## src/sv/mccd_pkg.sv

```systemverilog
package mccd_pkg;

	// Field widths of the stream words.
	localparam int CMD_W       = 2;
	localparam int VAL_W       = 16;
	localparam int STATUS_W    = 2;
	localparam int COUNT_W     = 12;
	localparam int IN_TDATA_W  = 40;
	localparam int OUT_TDATA_W = 16;

	// Command codes.
	localparam logic [CMD_W-1:0] CMD_CLEAR  = 2'd0;
	localparam logic [CMD_W-1:0] CMD_APPEND = 2'd1;
	localparam logic [CMD_W-1:0] CMD_SOLVE  = 2'd2;

	// Status codes.
	localparam logic [STATUS_W-1:0] ST_SOLVED      = 2'd0;
	localparam logic [STATUS_W-1:0] ST_UNREACHABLE = 2'd1;
	localparam logic [STATUS_W-1:0] ST_FULL        = 2'd2;
	localparam logic [STATUS_W-1:0] ST_TOO_LARGE   = 2'd3;

	// Largest reportable coin count; larger minimums saturate here.
	localparam logic [COUNT_W-1:0] COUNT_MAX = 12'd4095;

	// Verdict of the relax unit on the coin and table entry it is shown.
	typedef struct packed {
		logic usable;   // coin is nonzero and not larger than the current sum
		logic improve;  // table entry is reachable and one more beats the best so far
	} relax_flags_t;

endpackage

```

## src/sv/mccd_ram.sv

```systemverilog
module mccd_ram import mccd_pkg::*; #(
	parameter int DEPTH = 16,
	parameter int AW    = 4,
	parameter int DW    = 16
) (
	input  logic          clk,
	input  logic          we,
	input  logic [AW-1:0] waddr,
	input  logic [DW-1:0] wdata,
	input  logic [AW-1:0] raddr,
	output logic [DW-1:0] rdata
);

	logic [DW-1:0] mem_q [DEPTH];
	logic [DW-1:0] rdata_q;

	always_ff @(posedge clk) begin
		if (we) begin
			mem_q[waddr] <= wdata;
		end
		rdata_q <= mem_q[raddr];
	end

	assign rdata = rdata_q;

endmodule

```

## config.mk

```make
export PLATFORM = sky130hd
export DESIGN_NAME = mccd_ram
export DESIGN_NICKNAME = d
export VERILOG_FILES = /design/src/sv/mccd_pkg.sv /design/src/sv/mccd_ram.sv
export SDC_FILE = /design/constraint.sdc
export NUM_CORES = 1
export LEC_CHECK = 0
export ABC_AREA = 1
export BUFFER_PORTS_ARGS = -buffer_cell sky130_fd_sc_hd__buf_2
export CORE_ASPECT_RATIO = 1.1
export CORE_MARGIN = 5
export CORE_UTILIZATION = 45
export CTS_CLUSTER_DIAMETER = 200
export CTS_CLUSTER_SIZE = 10
export DETAILED_ROUTE_END_ITERATION = 12
export GPL_ROUTABILITY_DRIVEN = 0
export HOLD_SLACK_MARGIN = 0.08
export SYNTH_ARGS = -nofsm -noshare
export SYNTH_HDL_FRONTEND = slang
export SYNTH_SLANG_ARGS = --single-unit
```

## constraint.sdc

```tcl
create_clock -name clk -period 5.45 [get_ports clk]
set_clock_uncertainty 0.1 [all_clocks]
set_input_delay 1.09 -clock clk [delete_from_list [all_inputs] [get_ports clk]]
set_output_delay 1.09 -clock clk [all_outputs]
set_load 0.005 [all_outputs]
```

== After elaboration in Yosys (flattened, before gate mapping) ==
Memories as Yosys holds them, arrays and structs flattened. A register that Yosys moved wholly into a read port is not among the register bits.
Cells that the tools add are included.
Operators by class
  multiplexer cells: 2
Operator list (number)
  1-bit two-way mux: 2
Word-level totals
  flip-flop bits (word level): 0
  memory bits (writable): 256
  input port bits: 26
  output and inout bits: 16
  word-level logic and storage cells: 3
  memories: 1
Memories
  mem_q: depth 16, bits a word 16, read ports 1, clocked after Yosys merged registers in 1, wr ports 1, RTL line mccd_ram.sv:14  | logic [DW-1:0] mem_q [DEPTH];

== Depth between registers and ports, before layout ==
  word-level depth: 2
  depth in mapped cells: 9
  depth with buffers taken out: 7

== Worst setup path before layout ==
No wires, ideal clock.
  path type: in2reg
  from: input port waddr[2]
  to: memory mem_q[10][0] (enable)
  setup time: 388 ps
  data arrival time: 2001 ps
  required time: 4962 ps
  slack: 2960 ps
  cell stages on the path: 2
  path buffers: 0
  cell sequence: nand3b_1 -> nor2_1
RTL lines
  from (decl): RTL line mccd_ram.sv:8  | input logic [AW-1:0] waddr,
  to (decl): RTL line mccd_ram.sv:14
No word-level cell before the write port.

==> metrics.cfg <==
[routing]
wl_per_cell_um=18.8
drt_iter0_drc=715
wl_um=27300
vias_per_cell=5.04
drc_errors=0
antenna_left=0
drtPass1Iterations=5
routed-via-count=7304

[sta]
fin_setup_tns_ns=0
layout_min_cycle_time_ns=3.01
slew_headroom=0.235
rsz0062_at_grt=false
finalHoldViolations=0
worst_slew_pin_slew_ns=1.15
setup_viol=0
setup_ws_ns=2.44
maxSlewViolCount=0
timing.final.crit_share=0.552
worst_hold_slack_ns=0.547
fmax_ghz=0.332

[die]
chipWidth_um=162
die_y_um=177
dieArea_um2=28600
rows=61
ios=42
core_area_um2=25100
initial_utilization=0.453

[power]
intPower_mw=3.47
pwr-share-clk=0.413
leakagePower_nw=5.41
pwr_density_cell_nw_per_um2=352
pwr-share-seq=0.527
power_switching_uw=991
p_comb_frac=0.060
p_sw_frac=0.222
vdd_drop_max_mv=0.262

[clock_network]
clock-sinks=272
post_cts_buffers=0
cts_made_buffers=31
holdBufCountCts=0
clock_tree.buffer_depth=3
path_clk_slew_ns=0.06
cts_resized=0
cts-htree-levels=1
clk_latency_ns=0.55
cts_tree=yes
cts-root-buf=clkbuf_16

[grt]
grt_max_degree=105
grt_pass1_vias=7017
grt.total_usage=0.191
grt_pass1_wl_um=41700
grt_antenna_before_repair=0
overflow=0

[worst_setup_path]
end_kind=register
critPathSlowestCell=inv_4
path_cells=buf_4, inv_4, buf_4, nand2_1, nand3_1, nand3_1, nand3_1, nand2_1
arrival_ns=3.34
crit_fanout=104
worstPathRequired_ns=5.78
criticalPathCategory=input port to register
cp-start-kind=input port
cp_common_cell=nand3_1
critical-path-max-stage-delay_ns=0.88

[finish]
finalInstanceArea_um2=12700
seq_area_um2=8010
layout-drive-gt1-share=0.0926
layout_common_cells=nand2_1 (341), edfxtp_1 (256), inv_1 (196)
nFillCells=2220
num-nets-final=1136
utilization=0.506
area_growth_pct=11.6
num_antenna_cells=0
multi_input_area_um2=2360
final_common_cell=nand2_1

[synthesis]
synth_warnings=0
synth-seq-area-share=0.704
syn_area_per_cell_um2=10.6
syn_nets=1100
ys_seq_elements=272
yosysUniqueCellTypes=13
synth_cells=1074
syn_area_um2=11400

[flow_run]
cap_violations=0

[status]
status=completed

[placement]
io_buffers=41
hpwl_um=15300
detailedPlace.worstSlack_ns=1.86
dpl_cell_area_um2=11800

[worst_hold_path]
hp-class=register to register

state kept, by name, indices dropped and copies added (netlist names):
register / cells
mem_q: 256
rdata: 16
kinds of logic (layout without fill, tap and decap cells):
group | Yosys count | count (layout) | synth area share
and+or+nand+nor | 553 | 553 | 0.204
DFF | 272 | 272 | 0.704
buffers and inverters | 249 | 309 | 0.0921
area by class of cell:
| class | instances | area share |
|---|---|---|
| flip-flops and latches | 272 | 0.630 |
| multi-input cells | 553 | 0.186 |
| clock buffers | 55 | 0.0682 |
| inverters | 198 | 0.0587 |
| well taps | 315 | 0.0310 |
| repair buffers | 54 | 0.0240 |
| clock inverters | 2 | 0.00138 |
synthesized netlist by cell type:
| master | instances | share of area |
|---|---|---|
| buf_6 | 3 | 0.0030 |
| nand3_1 | 193 | 0.085 |
| buf_4 | 18 | 0.012 |
| nor2_1 | 17 | 0.0056 |
| dfxtp_1 | 16 | 0.028 |
| inv_2 | 2 | 0.00066 |
| buf_1 | 1 | 0.00033 |
| nand2_1 | 341 | 0.11 |
| nand3b_1 | 2 | 0.0013 |
| clkbuf_1 | 10 | 0.0033 |
| edfxtp_1 | 256 | 0.68 |
| buf_2 | 19 | 0.0084 |
| inv_1 | 196 | 0.065 |
power groups by stage:
stage | sequential, mW | combinational (mW) | clock (mW)
after floorplan | 2.39 | 0.158 | 0
after global placement | 2.40 | 0.267 | 0
after detailed placement | 2.40 | 0.270 | 0
after CTS | 2.35 | 0.271 | 1.86
after global routing | 2.36 | 0.300 | 1.95
final | 2.35 | 0.268 | 1.85
critical path, delay by kind of cell:
kind / cells / cell delay [ns]
buffers and inverters: 3 / 1.70
AND/OR/NAND/NOR: 5 / 0.43
through the flow:
stage                     power [mW]  cells
after CTS                       4.49   1449
after global routing            4.61   1449
after global placement          2.66   1392
after detailed placement        2.67   1392
final                           4.47   1449
after floorplan                 2.55   1074
path summary, 6_finish.rpt:
kind | slack [ns] | end | cells after the start | start
setup / recovery | 2.44 | rdata[5] | 8 | raddr[0]
hold / removal | 0.55 | rdata[1] | 6 | mem_q[10][1]
setup reg to reg | 4.26 | rdata[7] | 6 | mem_q[6][7]
hold reg to reg | 0.55 | rdata[1] | 6 | mem_q[10][1]
per-layer routing:
layer  wire length, um  vias up  global-route usage  share of wire
li1                  -     3535                   -              -
met1             12300     3515               0.275           0.45
met2             12700      213               0.310           0.47
met3              1690       41              0.0233          0.062
met4               554        0              0.0532          0.020
met5                 0        -                   0              0
Power figures use the tool's default switching activity.
