===== config.mk =====
export PLATFORM = sky130hd
export DESIGN_NAME = mccd_relax_unit
export DESIGN_NICKNAME = d
export VERILOG_FILES = /design/src/sv/mccd_pkg.sv /design/src/sv/mccd_relax_unit.sv
export SDC_FILE = /design/constraint.sdc
export NUM_CORES = 1
export LEC_CHECK = 0
export ABC_AREA = 1
export BUFFER_PORTS_ARGS = -buffer_cell sky130_fd_sc_hd__buf_4
export CAP_MARGIN = 20
export CORE_ASPECT_RATIO = 1.4
export CORE_MARGIN = 1
export CORE_UTILIZATION = 48
export DETAILED_ROUTE_END_ITERATION = 10
export GPL_ROUTABILITY_DRIVEN = 0
export PLACE_DENSITY = 0.82
export SLEW_MARGIN = 10
export SYNTH_ARGS = -nofsm -noshare
export SYNTH_HDL_FRONTEND = slang
export SYNTH_SLANG_ARGS = --single-unit

===== constraint.sdc =====
create_clock -name vclk -period 2.1
set_clock_uncertainty 0.05 [all_clocks]
set_input_delay 0.21 -clock vclk [all_inputs]
set_output_delay 0.21 -clock vclk [all_outputs]
set_load 0.01 [all_outputs]

===== src/sv/mccd_pkg.sv =====
package mccd_pkg;

	// Field widths of the stream words.
	localparam int CMD_W       = 2;
	localparam int VAL_W       = 16;
	localparam int STATUS_W    = 2;
	localparam int COUNT_W     = 12;
	localparam int IN_TDATA_W  = 40;
	localparam int OUT_TDATA_W = 16;

	// Command codes.
	localparam logic [CMD_W-1:0] CMD_CLEAR  = 2'd0;
	localparam logic [CMD_W-1:0] CMD_APPEND = 2'd1;
	localparam logic [CMD_W-1:0] CMD_SOLVE  = 2'd2;

	// Status codes.
	localparam logic [STATUS_W-1:0] ST_SOLVED      = 2'd0;
	localparam logic [STATUS_W-1:0] ST_UNREACHABLE = 2'd1;
	localparam logic [STATUS_W-1:0] ST_FULL        = 2'd2;
	localparam logic [STATUS_W-1:0] ST_TOO_LARGE   = 2'd3;

	// Largest reportable coin count; larger minimums saturate here.
	localparam logic [COUNT_W-1:0] COUNT_MAX = 12'd4095;

	// Verdict of the relax unit on the coin and table entry it is shown.
	typedef struct packed {
		logic usable;   // coin is nonzero and not larger than the current sum
		logic improve;  // table entry is reachable and one more beats the best so far
	} relax_flags_t;

endpackage


===== src/sv/mccd_relax_unit.sv =====
module mccd_relax_unit import mccd_pkg::*; #(
	parameter int SW = 12,
	parameter int CW = 13
) (
	input  logic [VAL_W-1:0] coin,
	input  logic [SW-1:0]    sum,
	input  logic [CW-1:0]    prev,
	input  logic [CW-1:0]    best,
	output logic [SW-1:0]    addr,
	output logic [CW-1:0]    cand,
	output relax_flags_t     flags
);

	logic [VAL_W-1:0] sum_x;
	logic [VAL_W-1:0] diff;

	// One subtract for the table address, one compare for usability,
	// one increment and compare for the running minimum.
	assign sum_x = VAL_W'(sum);
	assign diff  = sum_x - coin;
	assign addr  = diff[SW-1:0];
	assign cand  = prev + CW'(1);

	assign flags.usable  = (coin != '0) && (coin <= sum_x);
	assign flags.improve = (prev != '1) && (cand < best);

endmodule


# After elaboration in Yosys (flattened, before gate mapping)
# Cells that the tools add are included.
[word_totals] word_cells=8 out_inout_bits=27 ff_bits=0 inputBits=54
[classes] add_sub_neg=2 eq_ne=1 magnitude_cmp=2 n_reduce_logical=3
[op_table] op="$le 16x12->1" n=1
[op_table] op="$reduce_bool 16->1" n=1
[op_table] op="$add 13x1->13 const B" n=1
[op_table] op="$lt 13x13->1" n=1
[op_table] op="$ne 13x13->1 const B" n=1
[op_table] op="$sub 12x12->12" n=1
[op_table] op="$logic_and 1x1->1" n=2

# Longest topological paths before layout
# Gate-level depths: netlist (run 1).
[depth] depth_word=3 ltp_mapped=12 mapped_depth_nobuf=12

# Worst setup path after synthesis (run 1)
# Ideal clock, no wire load.
[synth_path] kind="input to output" startpoint="input prev[0]" endpoint="output flags[0] (netlist name)" stages=12 arrival_ns=1.802 setup_slack_ns=0.038 n_path_buf=0 required_time_ns=1.840 path_cell_list="ha_1 nand3_1 nor3_2 nand3_2 xor2_1 inv_1 ha_1 a21oi_1 o21ai_0 a21oi_1 nand2_1 nor2_1"
[synth_rtl] element="from (decl)" line="mccd_relax_unit.sv:7" text="input logic [CW-1:0] prev,"
[synth_rtl] element="to (decl)" line="mccd_relax_unit.sv:11" text="output relax_flags_t flags"

==> results of run 1 <==
==> stage by stage <==
| stage | TNS [ns] | utilization (%) | cell area, sq um | hold slack [ns] |
|---|---|---|---|---|
| 2_1_floorplan | 0 | - | 1520 | 0.408 |
| 3_3_place_gp | -0.171 | 79.0 | 2320 | 0.711 |
| 3_5_place_dp | -0.257 | 79.0 | 2320 | 0.717 |
| 4_1_cts | -0.159 | 82.7 | 2430 | 0.677 |
| 5_1_grt | -0.331 | 84.1 | 2470 | 0.685 |
| 6_report | -0.179 | 84.1 | 2470 | 0.679 |
==> path summary, 6_finish.rpt <==
kind                    start       end  slack [ns]  cells after the start
worst max-delay path  prev[0]  flags[0]       -0.18                     14
worst min-delay path  prev[1]   cand[1]        0.68                      3
==> logic make-up (layout without fill, tap and decap cells) <==
family | count (synthesis) | count (layout) | share of synthesized area, %
xor+xnor | 18 | 18 | 10.4
compound gates | 35 | 35 | 12.2
fa+ha+maj | 38 | 38 | 31.9
buf+inv | 62 | 169 | 15.4
simple gates | 96 | 96 | 30.1
==> tightest hold or removal path: cells and delay by family <==
family	cells	cell delay, ns
adders and majority gates	1	0.12
buffers and inverters	2	0.19
==> repair_timing <==
action	CTS	global route
pin swaps	12	6
gates resized for setup	15	6
endpoints found under the setup margin	1	2
setup buffers	4	2
==> metal layers <==
metal  global-route usage (%)  up-vias  part of all wire [%]
met2                     66.3       88                    56
met5                        0        -                     0
met4                     8.93        0                   4.0
met3                     1.56       21                   4.9
li1                         -     1001                     -
met1                     28.4      932                    35
==> layout make-up <==
| cell class | count | area, sq um | share of cell area, % |
|---|---|---|---|
| multi-input cells | 187 | 1370 | 55.4 |
| well taps | 37 | 46.3 | 1.87 |
| inverters | 62 | 233 | 9.42 |
| repair buffers | 107 | 822 | 33.3 |
==> cell usage after synthesis (2+ instances only) <==
cell type / n
nor2_1: 20
nand4_1: 9
a21oi_1: 22
xnor2_1: 8
inv_1: 60
o21ai_1: 5
nor2_4: 2
nand3_1: 8
nand2_1: 47
inv_2: 2
nand2_2: 2
nand3_2: 4
o21ai_0: 4
xor2_1: 10
a21o_1: 2
ha_1: 37
==> power by group <==
group	internal (W)	switching [W]	leakage (nW)
registers	0	0	0
clock network	0	0	0
logic	0.000298	0.000307	1.49
total	0.000298	0.000307	1.49
==> qor.txt, run 1 <==
Sequential fraction of the synthesis area = 0%
Largest net degree at the start of global routing = 6
Final setup fails = 1
CP Buf/Inv Count = 3
Sequence of cells on the critical path = buf_6, ha_4, nand3_4, nor3_4, nand3_2, xor2_1, inv_1, ha_1, a21oi_1, o21ai_1, a21oi_1, nand2_1, nor2_1, buf_4
Initial core utilization = 51.6%
Final Net Count = 450
Total grt overflow = 0
Placement Rows = 23
Synth cell types = 23
Synth area leaders = ha_1 31%, inv_1 15%, nand2_1 12%, a21oi_1 7.3%, xor2_1 5.8%
Least-Margin Pin Slew = 0.325 ns
Routed WL per cell = 13.4 um
Worst-path fanout max = 2
CORE AREA = 0.00294 sq mm
Layout Cells excl Fill = 393
Hold-fix buffers at CTS = 0
Critical Path AT = 2.02 ns
Post-route antenna net violation count = 0
First-pass GRT wire length = 7850 um
Syn_area_per_cell = 6.09 sq um
Min Tclk post-route = 2.28 ns
Pwr/cell area = 245 mW/mm^2
Leakage power = 1.49 nW
Via count = 2042
Final Total Pwr = 0.000605 W
Critical Path Slowest Stage Cell = ha_1
CP most frequent cell = a21oi_1
Syn Nets = 341
Dpl ws = -0.257 ns
CLK BUF = 0
FF+latch area = 0 sq um
Initial antenna violation count = 0
Final Cycle Share = 109%
Rel. slew slack = 78.3%
Worst path required time = 1.84 ns
Max rail drop VDD = 0.175 mV
Via-per-instance ratio = 5.20
Vias in the first global route = 1907
Port Buffers = 81
Post-synth top area share = 30.6%
Final Hold Violating Endpoints = 0
Antenna cells = 0
GR Util All Layers = 29.8%
Sequential cell count = 0
I/O pin count = 81
Max-cap viol count = 0
Fraction of layout cells with a size suffix above 1 = 36.2%
Crit-path max cell delay = 0.30 ns
Final wirelength = 5270 um
Cells after synthesis = 249
Hold WC Path Type = input port to output port
Synth area leader = ha_1
DRT iter0 DRCs = 70
Violated checks = setup timing
Synthesized area = 0.00152 sq mm
Setup CP Type = input port to output port
Family with the most delay on the worst path = simple AND/OR/NAND/NOR gates
CP endpoint kind = output port
Fin. max-slew vios = 0
Vert. Die Dim = 68.5 um
DR pass1 iterations = 4
Status = complete, but fails checks
Most common cell after layout, fill and taps aside = buf_4
# fillers = 219
Area Overhead vs Synth = 63.0%
RSZ-0062 raised after global routing = true
Post-DP HPWL = 4190 um
Die Wd = 49.5 um
Startpoint Class = input port
Ys Warns = 0
DRC viols = 0
Fmax achieved = 439 MHz
Final WS setup = -0.179 ns
Cells after DPL = 387
Die area = 0.00339 sq mm
Commonest non-fill, non-tap cells in the layout = 103 x buf_4, 60 x inv_1, 45 x nand2_1
No activity file was read; power rests on OpenSTA's default activity.
==> run 2, diff against run 1 <==
--- a/config.mk
+++ b/config.mk
@@ -7,12 +7,12 @@
 export LEC_CHECK = 0
 export ABC_AREA = 1
 export BUFFER_PORTS_ARGS = -buffer_cell sky130_fd_sc_hd__buf_4
-export CAP_MARGIN = 20
 export CORE_ASPECT_RATIO = 1.4
 export CORE_MARGIN = 1
 export CORE_UTILIZATION = 48
 export DETAILED_ROUTE_END_ITERATION = 10
 export GPL_ROUTABILITY_DRIVEN = 0
+export MAX_ROUTING_LAYER = met4
 export PLACE_DENSITY = 0.82
 export SLEW_MARGIN = 10
 export SYNTH_ARGS = -nofsm -noshare
==> run 2 against run 1 <==
  * The run still ends with setup timing left
  * Maximum frequency shrank 0.10%
  * Sequential share of layout area stayed put
  * Final cell count unchanged
  * Die area is the same
  * Via count grew 0.93%
  * Global-route usage is 0.86 points higher
  * Critical path type unchanged
  * Critical endpoint unchanged
==> qor.txt, run 2 (same netlist as run 1, synthesis figures left out) <==
CP endpoint kind = output port
Initial core utilization = 51.6% (unchanged)
Port Buffers = 81 (unchanged)
Most common cell after layout, fill and taps aside = buf_4
Hold WC Path Type = input port to output port
Antenna cells = 0 (unchanged)
Worst-path fanout max = 3 (+1)
GR Util met3 = 1.56% (unchanged)
M1 GR Usage = 28.4% (unchanged)
Max rail drop VDD = 0.176 mV (+0.54%)
Final Net Count = 450 (unchanged)
Post-route antenna net violation count = 0 (unchanged)
Largest net degree at the start of global routing = 6 (unchanged)
Dpl ws = -0.257 ns (unchanged)
I/O pin count = 81 (unchanged)
Via-per-instance ratio = 5.24 (+0.93%)
Area Overhead vs Synth = 63.0% (unchanged)
Fraction of layout cells with a size suffix above 1 = 36.2% (unchanged)
Post-route setup TNS = -0.182 ns (-0.00237 ns)
Total grt overflow = 0 (unchanged)
Max-cap viol count = 0 (unchanged)
Least-Margin Pin Slew = 0.327 ns (+0.00193 ns)
CLK BUF = 0 (unchanged)
Die Wd = 49.5 um (unchanged)
Initial antenna violation count = 0 (unchanged)
Via count = 2061 (+0.93%)
Worst path required time = 1.84 ns (about the same)
Pwr/cell area = 245 mW/mm^2 (+0.19%)
Fin. max-slew vios = 0 (unchanged)
Routed WL per cell = 13.5 um (+0.83%)
First-pass GRT wire length = 7850 um (unchanged)
Fmax achieved = 438 MHz (-0.10%)
DRT iter0 DRCs = 53 (-24%)
RSZ-0062 raised after global routing = true
CORE AREA = 0.00294 sq mm (unchanged)
Min Tclk post-route = 2.28 ns (+0.00237 ns)
Hold slack = 0.679 ns (unchanged)
FF+latch area = 0 sq um (unchanged)
Critical Path AT = 2.02 ns (about the same)
Vias in the first global route = 1907 (unchanged)
Setup CP Type = input port to output port
Final core occ = 84.1% (unchanged)
Grt met2 use = 66.3% (unchanged)
Status = complete, but fails checks
Final setup fails = 1 (unchanged)
Final Cycle Share = 109% (+0.11 points)
Rel. slew slack = 78.1% (-0.13 points)
Layout Cells excl Fill = 393 (unchanged)
Final Hold Violating Endpoints = 0 (unchanged)
Final WS setup = -0.182 ns (-0.00237 ns)
Final wirelength = 5320 um (+0.83%)
Commonest non-fill, non-tap cells in the layout = 103 x buf_4, 60 x inv_1, 45 x nand2_1
Startpoint Class = input port
GRT Max-Usage Layer = met2
Violated checks = setup timing
Vert. Die Dim = 68.5 um (unchanged)
Placement Rows = 23 (unchanged)
DRC viols = 0 (unchanged)
Leakage power = 1.49 nW (unchanged)
# fillers = 219 (unchanged)
Die area = 0.00339 sq mm (unchanged)
Cells after DPL = 387 (unchanged)
Post-DP HPWL = 4190 um (unchanged)
DR pass1 iterations = 4 (unchanged)
GR Util All Layers = 30.6% (+0.86 points)
Sequential cell count = 0 (unchanged)
-- run 2: cell counts in the layout (fill, tap and decap cells not counted) --
No cell type changed its count.
-- run 2: critical path, stage by stage --
cell	delay (ns)
buf_8	0.08
buf_6	0.10
nand2_4	0.04
nor2_4	0.12
nand3_2	0.12
nor2_4	0.14
xor2_1	0.28
ha_1	0.30
nand2_1	0.09
o21ai_0	0.10
a21oi_1	0.15
nand2_1	0.07
nor2_1	0.09
buf_4	0.12
-- run 2: timing repair --
action                                  4_1_cts  5_1_grt
endpoints found under the setup margin        1        2
resized for setup                            15        6
pin swaps                                    12        6
hold buffers                                  0        0
buffers inserted                              4        2
-- run 2: metrics by stage --
step                      instance area (sq um)  total power, W
after floorplan                            1520        0.000282
after global placement                     2320        0.000550
after detailed placement                   2320        0.000560
after CTS                                  2430        0.000585
after global routing                       2470        0.000662
final                                      2470        0.000606
-- run 2: worst paths after layout --
check                       to    start  depth (start not counted)  slack [ns]
worst min-delay path   cand[1]  prev[1]                          3        0.68
worst max-delay path  flags[0]  prev[1]                         14       -0.18
-- run 2: area by class of cell --
class	instances	area [sq um]	area share, %
Inverter	62	233	9.42
Tap cell	37	46.3	1.87
Timing Repair Buffer	107	822	33.3
Multi-Input combinational cell	187	1370	55.4
-- run 2: metal layers --
| metal | vias up | share of wire, % |
|---|---|---|
| li1 | 1001 | - |
| met1 | 935 | 35 |
| met2 | 102 | 55 |
| met3 | 23 | 5.6 |
| met4 | 0 | 4.3 |
| met5 | - | 0 |
-- run 2: report_power, final --
group | leakage [nW] | internal [W] | switching (W)
sequential | 0 | 0 | 0
combinational | 1.49 | 0.000298 | 0.000308
clock | 0 | 0 | 0
==> run 3, diff against run 2 <==
--- a/config.mk
+++ b/config.mk
@@ -8,13 +8,12 @@
 export ABC_AREA = 1
 export BUFFER_PORTS_ARGS = -buffer_cell sky130_fd_sc_hd__buf_4
 export CORE_ASPECT_RATIO = 1.4
-export CORE_MARGIN = 1
+export CORE_MARGIN = 8
 export CORE_UTILIZATION = 48
 export DETAILED_ROUTE_END_ITERATION = 10
 export GPL_ROUTABILITY_DRIVEN = 0
 export MAX_ROUTING_LAYER = met4
 export PLACE_DENSITY = 0.82
-export SLEW_MARGIN = 10
 export SYNTH_ARGS = -nofsm -noshare
 export SYNTH_HDL_FRONTEND = slang
 export SYNTH_SLANG_ARGS = --single-unit
==> run 3 against run 2 <==
  * The flow still finishes with violations (setup timing)
  * First-iteration DRC count is 100% higher
  * Combinational power hardly changed
  * Clock-buffer cell count unchanged
  * Largest cell class unchanged
  * Critical path type unchanged
  * Critical path depth increased by 1
  * Utilization fell by 3.0 points
  * Global-route usage down 10 points
  * Final cell count rose by 0.25%
==> qor.txt, run 3 (same netlist as run 1, synthesis figures left out) <==
Final core occ = 81.2% (-3.0 points)
Final Cycle Share = 113% (+4.7 points)
GR Util met3 = 1.08% (-0.48 points)
Leakage power = 1.49 nW (about the same)
Most common cell after layout, fill and taps aside = buf_4
GR Util All Layers = 20.4% (-10 points)
Final wirelength = 5670 um (+6.7%)
Max-cap viol count = 0 (unchanged)
Post-DP HPWL = 4630 um (+11%)
Antenna cells = 0 (unchanged)
Worst-path fanout max = 3 (unchanged)
Routed WL per cell = 14.4 um (+6.4%)
Die Wd = 63.5 um (+28%)
Port Buffers = 81 (unchanged)
DRT iter0 DRCs = 108 (+100%)
CP endpoint kind = output port
Fraction of layout cells with a size suffix above 1 = 36.6% (+0.38 points)
CP startpoint = prev[0]
Final Net Count = 449 (-0.22%)
DRC viols = 0 (unchanged)
Largest net degree at the start of global routing = 6 (unchanged)
RSZ-0062 raised after global routing = true
Sequential cell count = 0 (unchanged)
Critical Path Slowest Stage Cell = nor4_2
Post-route setup TNS = -0.280 ns (-0.0984 ns)
Final Hold Violating Endpoints = 0 (unchanged)
Final WS setup = -0.280 ns (-0.0984 ns)
Worst path required time = 1.84 ns (about the same)
CLK BUF = 0 (unchanged)
Final setup fails = 1 (unchanged)
Sequence of cells on the critical path = buf_8, buf_6, inv_4, nor2_4, nand3_2, nor2_4, nand3_2, xnor2_2, ha_1, nand2_2, nor4_2, nand2_1, nand2_1, nor2_1, buf_4
Vert. Die Dim = 82.5 um (+20%)
FF+latch area = 0 sq um (unchanged)
I/O pin count = 81 (unchanged)
Startpoint Class = input port
Pwr/cell area = 243 mW/mm^2 (-0.94%)
Status = complete, but fails checks
Area Overhead vs Synth = 64.1%
Hold-fix buffers at CTS = 0 (unchanged)
GRT Max-Usage Layer = met2
Fmax achieved = 420 MHz (-4.1%)
Vias in the first global route = 2040 (+7.0%)
Min Tclk post-route = 2.38 ns (+0.0984 ns)
Post-route antenna net violation count = 0 (unchanged)
Grt met2 use = 43.0% (-23 points)
Die area = 0.00524 sq mm (+55%)
Dpl ws = -0.349 ns (-0.0925 ns)
Max rail drop VDD = 0.202 mV (+15%)
Hold path cells = 3 (unchanged)
Rel. slew slack = 81.6% (+3.5 points)
Hold WC Path Type = input port to output port
Total grt overflow = 0 (unchanged)
CORE AREA = 0.00306 sq mm (+4.3%)
M1 GR Usage = 19.4% (-9.1 points)
Placement Rows = 24 (+4.3%)
Least-Margin Pin Slew = 0.274 ns (-0.0529 ns)
Initial antenna violation count = 0 (unchanged)
Critical Path AT = 2.12 ns (+0.10 ns)
DR pass1 iterations = 4 (unchanged)
Setup CP Type = input port to output port
Worst hold start = prev[1]
Via-per-instance ratio = 5.01 (-4.4%)
Initial core utilization = 49.5% (-2.2 points)
Via count = 1975 (-4.2%)
Crit-path max cell delay = 0.33 ns (+0.03 ns)
Fin. max-slew vios = 0 (unchanged)
Commonest non-fill, non-tap cells in the layout = 102 x buf_4, 60 x inv_1, 45 x nand2_1
First-pass GRT wire length = 8670 um (+10%)
Violated checks = setup timing
## run 3: cell type report
type	instances	area (sq um)
timing repair buffer	106	818
tap	39	48.8
fill	223	577
multi-input combinational	187	1380
inverter	62	235
## run 3: timing repair
action / CTS / global route
pin swaps: 14 / 16
endpoints found under the setup margin: 1 / 2
gates resized for setup: 13 / 11
buffers inserted: 3 / 2
## run 3: worst paths after layout
check / end / slack [ns]
max: flags[0] / -0.28
min: cand[1] / 0.68
## run 3: stage by stage
stage	std cells	hold slack (ns)	total power (W)	cell area, sq um
floorplan	249	0.408	0.000282	1520
global placement	389	0.707	0.000556	2320
detailed placement	389	0.732	0.000563	2320
CTS	392	0.684	0.000584	2420
global route	394	0.687	0.000665	2490
finish	394	0.683	0.000604	2490
## run 3: metal layers
| metal | share of wire (%) | vias up |
|---|---|---|
| li1 | - | 1002 |
| met1 | 38 | 886 |
| met2 | 55 | 73 |
| met3 | 3.6 | 14 |
| met4 | 3.8 | 0 |
| met5 | 0 | - |
## run 3: worst max-delay path: cells and delay by family
family | cells | cell delay (ns)
XOR/XNOR | 1 | 0.15
buffers and inverters | 4 | 0.36
adder cells (fa/ha/maj) | 1 | 0.31
AND/OR/NAND/NOR | 9 | 1.07
## run 3: where the power goes
group	switching, W	internal, W
combinational	0.000304	0.000300
sequential	0	0
clock	0	0
